### src/design/psbv_pkg.sv
`default_nettype none

package psbv_pkg;

  localparam int COORD_BITS = 32;
  localparam int SQ_BITS    = 2 * COORD_BITS;
  localparam int ACC_BITS   = SQ_BITS + 2;
  localparam int ROOT_STEPS = COORD_BITS;
  localparam int CNT_BITS   = $clog2(ROOT_STEPS);

  localparam logic [COORD_BITS-1:0] COORD_POS_MAX = {1'b0, {(COORD_BITS-1){1'b1}}};
  localparam logic [COORD_BITS-1:0] COORD_NEG_MAX = {1'b1, {(COORD_BITS-1){1'b0}}};

  // corner k takes the high bound on an axis where bit k is set
  localparam logic [7:0] SEL_X = 8'h6C;
  localparam logic [7:0] SEL_Y = 8'hC6;
  localparam logic [7:0] SEL_Z = 8'hF0;

  typedef logic signed [COORD_BITS-1:0] coord_t;

  typedef struct packed {
    coord_t pos_x;
    coord_t pos_y;
    coord_t pos_z;
    logic   final_vertex;
  } vertex_t;

  typedef struct packed {
    coord_t                  corner_x;
    coord_t                  corner_y;
    coord_t                  corner_z;
    coord_t                  centre_x;
    coord_t                  centre_y;
    coord_t                  centre_z;
    logic [COORD_BITS-2:0]   radius;
    logic                    final_corner;
  } corner_t;

  typedef struct packed {
    coord_t lo_x;
    coord_t lo_y;
    coord_t lo_z;
    coord_t hi_x;
    coord_t hi_y;
    coord_t hi_z;
  } bounds_t;

  typedef enum logic [2:0] {
    ST_IDLE,
    ST_SQUARE,
    ST_SUM,
    ST_ROOT,
    ST_EMIT
  } back_state_t;

  function automatic bounds_t bounds_reset();
    bounds_t b;
    b.lo_x = COORD_POS_MAX;
    b.lo_y = COORD_POS_MAX;
    b.lo_z = COORD_POS_MAX;
    b.hi_x = COORD_NEG_MAX;
    b.hi_y = COORD_NEG_MAX;
    b.hi_z = COORD_NEG_MAX;
    return b;
  endfunction

  function automatic logic [COORD_BITS-1:0] abs_diff(coord_t hi, coord_t lo);
    logic signed [COORD_BITS:0] d;
    logic [COORD_BITS:0]        m;
    d = $signed({hi[COORD_BITS-1], hi}) - $signed({lo[COORD_BITS-1], lo});
    m = d[COORD_BITS] ? (COORD_BITS+1)'(-d) : d;
    return m[COORD_BITS-1:0];
  endfunction

  function automatic coord_t centre_of(coord_t lo, coord_t hi);
    logic signed [COORD_BITS:0]   d;
    logic signed [COORD_BITS:0]   half;
    logic signed [COORD_BITS+1:0] c;
    d    = $signed({hi[COORD_BITS-1], hi}) - $signed({lo[COORD_BITS-1], lo});
    half = d >>> 1;
    c    = $signed({{2{hi[COORD_BITS-1]}}, hi}) - $signed({half[COORD_BITS], half});
    if (c > $signed({2'b00, COORD_POS_MAX})) begin
      return COORD_POS_MAX;
    end else if (c < $signed({2'b11, COORD_NEG_MAX})) begin
      return COORD_NEG_MAX;
    end
    return c[COORD_BITS-1:0];
  endfunction

endpackage

`default_nettype wire

### src/design/psbv_queue.sv
`default_nettype none

module psbv_queue (
  input  wire               clk,
  input  wire               rst,
  input  wire               push,
  input  psbv_pkg::bounds_t push_data,
  output logic              full,
  output logic              head_valid,
  output psbv_pkg::bounds_t head,
  input  wire               pop
);
  import psbv_pkg::*;

  bounds_t    slots [2];
  logic       wptr;
  logic       rptr;
  logic [1:0] count;

  assign full       = (count == 2'd2);
  assign head_valid = (count != 2'd0);
  assign head       = slots[rptr];

  always_ff @(posedge clk) begin
    if (push) begin
      slots[wptr] <= push_data;
    end
  end

  always_ff @(posedge clk) begin
    if (rst) begin
      wptr  <= 1'b0;
      rptr  <= 1'b0;
      count <= 2'd0;
    end else begin
      if (push) begin
        wptr <= ~wptr;
      end
      if (pop) begin
        rptr <= ~rptr;
      end
      if (push && !pop) begin
        count <= count + 2'd1;
      end else if (pop && !push) begin
        count <= count - 2'd1;
      end
    end
  end

endmodule

`default_nettype wire

### src/design/psbv_front.sv
`default_nettype none

module psbv_front (
  input  wire               clk,
  input  wire               rst,
  input  wire               vtx_valid,
  output logic              vtx_stall,
  input  psbv_pkg::vertex_t vtx,
  input  wire               q_full,
  output logic              push,
  output psbv_pkg::bounds_t push_data
);
  import psbv_pkg::*;

  bounds_t bnd;
  bounds_t bnd_next;
  logic    accept;

  assign vtx_stall = q_full;
  assign accept    = vtx_valid && !vtx_stall;
  assign push      = accept && vtx.final_vertex;
  assign push_data = bnd_next;

  always_comb begin
    bnd_next      = bnd;
    bnd_next.lo_x = (vtx.pos_x < bnd.lo_x) ? vtx.pos_x : bnd.lo_x;
    bnd_next.lo_y = (vtx.pos_y < bnd.lo_y) ? vtx.pos_y : bnd.lo_y;
    bnd_next.lo_z = (vtx.pos_z < bnd.lo_z) ? vtx.pos_z : bnd.lo_z;
    bnd_next.hi_x = (vtx.pos_x > bnd.hi_x) ? vtx.pos_x : bnd.hi_x;
    bnd_next.hi_y = (vtx.pos_y > bnd.hi_y) ? vtx.pos_y : bnd.hi_y;
    bnd_next.hi_z = (vtx.pos_z > bnd.hi_z) ? vtx.pos_z : bnd.hi_z;
  end

  // restart the bounds once a set is closed
  always_ff @(posedge clk) begin
    if (rst) begin
      bnd <= bounds_reset();
    end else if (accept) begin
      bnd <= vtx.final_vertex ? bounds_reset() : bnd_next;
    end
  end

endmodule

`default_nettype wire

### src/design/psbv_back.sv
`default_nettype none

module psbv_back (
  input  wire               clk,
  input  wire               rst,
  input  wire               head_valid,
  input  psbv_pkg::bounds_t head,
  output logic              pop,
  output logic              box_valid,
  input  wire               box_stall,
  output psbv_pkg::corner_t box
);
  import psbv_pkg::*;

  back_state_t            state;
  back_state_t            state_next;
  logic [CNT_BITS-1:0]    cnt;
  logic [2:0]             k;
  logic                   load;

  bounds_t                bnd;
  logic [COORD_BITS-1:0]  ad [3];
  logic [SQ_BITS-1:0]     sq;
  logic [ACC_BITS-1:0]    acc;
  logic [ACC_BITS-1:0]    sum;
  logic [SQ_BITS-1:0]     t;
  logic [COORD_BITS+1:0]  rem;
  logic [COORD_BITS-1:0]  root;
  logic [COORD_BITS+3:0]  rem_sh;
  logic [COORD_BITS+3:0]  trial;
  logic [COORD_BITS+3:0]  rem_diff;
  logic                   take;
  coord_t                 cen_x;
  coord_t                 cen_y;
  coord_t                 cen_z;
  logic [COORD_BITS-2:0]  rad;

  always_comb begin
    state_next = state;
    unique case (state)
      ST_IDLE:   if (head_valid) state_next = ST_SQUARE;
      ST_SQUARE: if (cnt == CNT_BITS'(2)) state_next = ST_SUM;
      ST_SUM:    state_next = ST_ROOT;
      ST_ROOT:   if (cnt == CNT_BITS'(ROOT_STEPS - 1)) state_next = ST_EMIT;
      ST_EMIT:   if (load && k == 3'd7) state_next = ST_IDLE;
      default:   state_next = ST_IDLE;
    endcase
  end

  always_comb begin
    pop  = 1'b0;
    load = 1'b0;
    unique case (state)
      ST_IDLE: pop  = head_valid;
      ST_EMIT: load = !box_valid || !box_stall;
      default: ;
    endcase
  end

  always_ff @(posedge clk) begin
    if (rst) begin
      state     <= ST_IDLE;
      cnt       <= '0;
      k         <= 3'd0;
      box_valid <= 1'b0;
    end else begin
      state <= state_next;
      cnt   <= (state != state_next) ? '0 : cnt + CNT_BITS'(1);
      if (pop) begin
        k <= 3'd0;
      end else if (load) begin
        k <= k + 3'd1;
      end
      if (load) begin
        box_valid <= 1'b1;
      end else if (!box_stall) begin
        box_valid <= 1'b0;
      end
    end
  end

  assign sum      = acc + {2'b00, sq};
  assign rem_sh   = {rem, t[SQ_BITS-1 -: 2]};
  assign trial    = {2'b00, root, 2'b01};
  assign rem_diff = rem_sh - trial;
  assign take     = (rem_sh >= trial);
  assign rad      = root[COORD_BITS-1] ? '1 : root[COORD_BITS-2:0];

  always_ff @(posedge clk) begin
    if (pop) begin
      bnd   <= head;
      ad[0] <= abs_diff(head.hi_x, head.lo_x);
      ad[1] <= abs_diff(head.hi_y, head.lo_y);
      ad[2] <= abs_diff(head.hi_z, head.lo_z);
    end
    if (state == ST_SQUARE) begin
      sq  <= ad[cnt[1:0]] * ad[cnt[1:0]];
      acc <= (cnt == '0) ? '0 : sum;
    end
    if (state == ST_SUM) begin
      t     <= sum[ACC_BITS-1:2];
      rem   <= '0;
      root  <= '0;
      cen_x <= centre_of(bnd.lo_x, bnd.hi_x);
      cen_y <= centre_of(bnd.lo_y, bnd.hi_y);
      cen_z <= centre_of(bnd.lo_z, bnd.hi_z);
    end
    if (state == ST_ROOT) begin
      rem  <= take ? rem_diff[COORD_BITS+1:0] : rem_sh[COORD_BITS+1:0];
      root <= {root[COORD_BITS-2:0], take};
      t    <= {t[SQ_BITS-3:0], 2'b00};
    end
    if (load) begin
      box.corner_x     <= SEL_X[k] ? bnd.hi_x : bnd.lo_x;
      box.corner_y     <= SEL_Y[k] ? bnd.hi_y : bnd.lo_y;
      box.corner_z     <= SEL_Z[k] ? bnd.hi_z : bnd.lo_z;
      box.centre_x     <= cen_x;
      box.centre_y     <= cen_y;
      box.centre_z     <= cen_z;
      box.radius       <= rad;
      box.final_corner <= (k == 3'd7);
    end
  end

endmodule

`default_nettype wire

### src/design/point_set_bounding_volumes.sv
// Streams 3D vertices in signed Q16.16 and, on the vertex marked final, returns
// the eight corners of the axis-aligned box around the set, each with the box
// centre and the bounding-sphere radius (half-extent length, saturated). The
// front takes one vertex a cycle and updates the running bounds; closed sets
// wait in a two-entry queue, and vtx_stall rises only while that queue is full.
// The back works on one set at a time: it loads the set, squares the three spans
// in turn on the shared 32x32 squarer, sums them, runs the one-bit-a-step square
// root, then makes eight result transfers.
`default_nettype none

module point_set_bounding_volumes (
  input  wire               clk,
  input  wire               rst,
  input  wire               vtx_valid,
  output logic              vtx_stall,
  input  psbv_pkg::vertex_t vtx,
  output logic              box_valid,
  input  wire               box_stall,
  output psbv_pkg::corner_t box
);
  import psbv_pkg::*;

  logic    push;
  bounds_t push_data;
  logic    q_full;
  logic    head_valid;
  bounds_t head;
  logic    pop;

  psbv_front u_front (
    .clk       (clk),
    .rst       (rst),
    .vtx_valid (vtx_valid),
    .vtx_stall (vtx_stall),
    .vtx       (vtx),
    .q_full    (q_full),
    .push      (push),
    .push_data (push_data)
  );

  psbv_queue u_queue (
    .clk        (clk),
    .rst        (rst),
    .push       (push),
    .push_data  (push_data),
    .full       (q_full),
    .head_valid (head_valid),
    .head       (head),
    .pop        (pop)
  );

  psbv_back u_back (
    .clk        (clk),
    .rst        (rst),
    .head_valid (head_valid),
    .head       (head),
    .pop        (pop),
    .box_valid  (box_valid),
    .box_stall  (box_stall),
    .box        (box)
  );

endmodule

`default_nettype wire

### config.mk
export PLATFORM = sky130hd
export DESIGN_NAME = point_set_bounding_volumes
export DESIGN_NICKNAME = d
export VERILOG_FILES = /design/src/design/psbv_pkg.sv /design/src/design/psbv_queue.sv /design/src/design/psbv_front.sv /design/src/design/psbv_back.sv /design/src/design/point_set_bounding_volumes.sv
export SDC_FILE = /design/constraint.sdc
export NUM_CORES = 2
export LEC_CHECK = 0
export ABC_CLOCK_PERIOD_IN_PS = 33800
export BUFFER_PORTS_ARGS = -buffer_cell sky130_fd_sc_hd__buf_2
export CAP_MARGIN = 20
export CELL_PAD_IN_SITES_DETAIL_PLACEMENT = 1
export CELL_PAD_IN_SITES_GLOBAL_PLACEMENT = 1
export CORE_ASPECT_RATIO = 1.2
export CORE_MARGIN = 2
export CORE_UTILIZATION = 48
export CTS_BUF_LIST = sky130_fd_sc_hd__clkbuf_2 sky130_fd_sc_hd__clkbuf_4 sky130_fd_sc_hd__clkbuf_8
export CTS_CLUSTER_DIAMETER = 120
export DETAILED_ROUTE_END_ITERATION = 10
export PLACE_DENSITY = 0.89
export SLEW_MARGIN = 20
export SYNTH_ARGS = -nofsm -noshare
export SYNTH_HDL_FRONTEND = slang
export SYNTH_HIERARCHICAL = 1
export SYNTH_SLANG_ARGS = --single-unit
### constraint.sdc
create_clock -name clk -period 33.8 [get_ports clk]
set_input_delay 5.07 -clock clk [delete_from_list [all_inputs] [get_ports clk]]
set_output_delay 5.07 -clock clk [all_outputs]
set_load 0.02 [all_outputs]
==> reports/metrics.cfg <==
[outcome]
outcome=finished clean

[clock_network]
post_cts_resized=0
cts_buffer_depth=4
cts_hold_buf=0
clock_latency_ns=1.10
cts_setup_buffers=0
root_buffer=clkbuf_8
ctsHtreeMaxLevel=4
cts_tree=done
cts.sinks=1463
cts_made_buffers=242
path_clk_slew_ns=0.07

[die]
die_area_mm2=0.2322
rows=192
die_h_um=527.5
fp.dieW_um=440.2
pin_count=327
start_util_pct=48.18
core_area_mm2=0.2275

[worst_setup_path]
worstRegToRegCells=33
crit_required_ns=34.51
r2r_setup_slack_ns=22.65
arrival_ns=11.85
slowest_delay_ns=1.01
end_kind=flop
start_kind=flop
worst_path_max_delay_cell=o311ai_0
worstSetupPathType=flop to flop
cp_max_fo=36

[worst_hold_path]
hold_path_depth=0
hold_class=flop to flop

[final_layout]
areaGrowthSynthToFinish_pct=9.183
seq_area_mm2=0.04180
drive_gt1_share_pct=11.41
finalNonFillerCells=13970
fin_nets=12510
fillers=24730
multi_input_area_mm2=0.06049

[yosys]
ys_types=99
netlist_area_mm2=0.1096
synth_top_area_share_pct=34.22
synth_edf_count=1249
ys_seq_area_share_pct=38.13
synth_ff_type=edfxtp_1
syn_inst=10430
yosysWarnings=6
syn_nets=12200
postSynthAreaPerCell_um2=10.51
synthTopCellsByArea=edfxtp_1 34%, fa_1 15%, ha_1 9.9%
synth_most_common_cell=inv_1
yosys-top-cells-count=1542 x inv_1, 1249 x edfxtp_1, 869 x ha_1
async_reset_ff_share_pct=0
yosysTopAreaCell=edfxtp_1
synth_seq_cells=1463

[global_route]
grt_max_degree=144
first_global_vias=92140
grt_pass1_wl_um=550400
antenna_found_initial=29
overflow=0
grtUsageTotal_pct=30.75

[timing]
drv_slew=0
max_freq_mhz=89.72
setup_tns_ns=0
tightest_slew_ns=1.196
rsz0062_at_grt=false
finClkSkew_ns=0.1470
period_minus_slack_ns=11.15
setup_viol=0
hold_violations=0
relSlewSlack_pct=18.23
setup_ws_ns=22.65
hold_slack_ns=0.3722
fin_crit_sh_pct=32.98

[route]
drc=0
ant_nets=0
drt_iter0_drc=6075
drt_wl_total_um=363700
drt_first_pass_iters=6
vias=83490
routedWlPerCell_um=26.04
vias_per_cell=5.978

[job]
max-cap-violations=0

[place]
dpl.cell_count=13500
hpwlAfterDp_um=265900
portBuffers=326
gp_congestion=0.9575
dp_slack_ns=22.96

placed cells by master (no fill, tap or decap), types with 26 or more instances in the layout:
cell type,synthesis,layout
clkinv_2,0,35
nor2_1,833,829
nand2_1,785,784
o21a_1,86,86
a32o_1,95,95
o31ai_1,33,33
ha_1,869,869
and2_1,29,27
clkbuf_4,0,65
and3_1,60,60
inv_1,1542,1541
xor2_1,233,233
nor3_1,86,84
a21oi_1,599,597
clkinv_1,12,55
dfxtp_1,214,207
buf_2,28,326
o211ai_1,60,60
mux2i_1,106,104
nand2b_1,83,81
nand3_1,110,110
a31oi_1,59,58
a211oi_1,46,46
nand4_1,100,100
clkbuf_8,0,262
nor2b_1,72,71
o21bai_1,61,61
edfxtp_1,1249,1249
buf_4,7,106
xnor2_1,285,285
a21o_1,279,279
fa_1,802,802
a21boi_0,26,26
mux2_2,310,310
or3_1,32,32
o21ai_0,481,474
mux2_1,44,44
per-stage QoR:
step | util, % | cell area (um^2)
after floorplan | - | 109600
after global placement | 50.26 | 114300
after detailed placement | 50.27 | 114400
after CTS | 52.57 | 119600
after global routing | 52.58 | 119600
final | 52.60 | 119700
layout make-up:
| class | instances | share of cell area, % |
|---|---|---|
| Clock buffer | 327 | 3.421 |
| Sequential cell | 1463 | 34.93 |
| Timing Repair Buffer | 434 | 2.055 |
| Tap cell | 3007 | 3.144 |
| Multi-Input combinational cell | 7040 | 50.55 |
| Antenna cell | 22 | 0.04601 |
| Clock inverter | 118 | 0.9630 |
| Inverter | 1555 | 4.890 |
logic make-up after synthesis:
kind of cell | share of synthesized area [%]
AND/OR/NAND/NOR | 9.578
AO/OA/AOI/OAI | 12.09
buffers and inverters | 6.830
adder cells (fa/ha/maj) | 24.59
flip-flops | 38.13
XOR/XNOR | 4.139
multiplexers | 4.646
layer usage:
| layer | track usage [%] | vias up | part of all wire, % |
|---|---|---|---|
| met5 | 0 | - | 0.057 |
| met3 | 5.230 | 1243 | 6.1 |
| li1 | - | 36510 | - |
| met1 | 34.65 | 42340 | 37 |
| met2 | 54.39 | 3351 | 51 |
| met4 | 17.93 | 36 | 6.6 |
path summary, 6_finish.rpt:
check | from | endpoint
max | u_back/cnt[0] | u_back/sq[59]
min | u_back/cen_y[5] | u_back/box[69]
max reg2reg | u_back/cnt[0] | u_back/sq[59]
min reg2reg | u_back/cen_y[5] | u_back/box[69]
worst max-delay path: cells and delay by family, from the launching register on:
kind,cells,cell delay (ns)
adders and majority gates,9,4.39
xor gates and xnor gates,1,0.16
muxes,1,0.25
DFF,1,0.32
buffers and inverters,9,1.66
AOI/OAI and AO/OA,9,3.27
and+or+nand+nor,4,0.75
state kept, by name (all words and copies together), names as in the netlist, 5 cells and up, named ones only:
name and cells:
u_queue/slots 384, u_back/box 224, u_back/bnd 192, u_front/bnd 192
u_back/ad 96, u_back/acc 66, u_back/t 64, u_back/sq 63
u_back/rem 34, u_back/cen_x 32, u_back/cen_y 32, u_back/cen_z 32
u_back/root 32, u_back/cnt 5
Power is left out: the tool's default activity adds up to more than one toggle a clock period on the data nets, which glitch-free logic cannot reach.
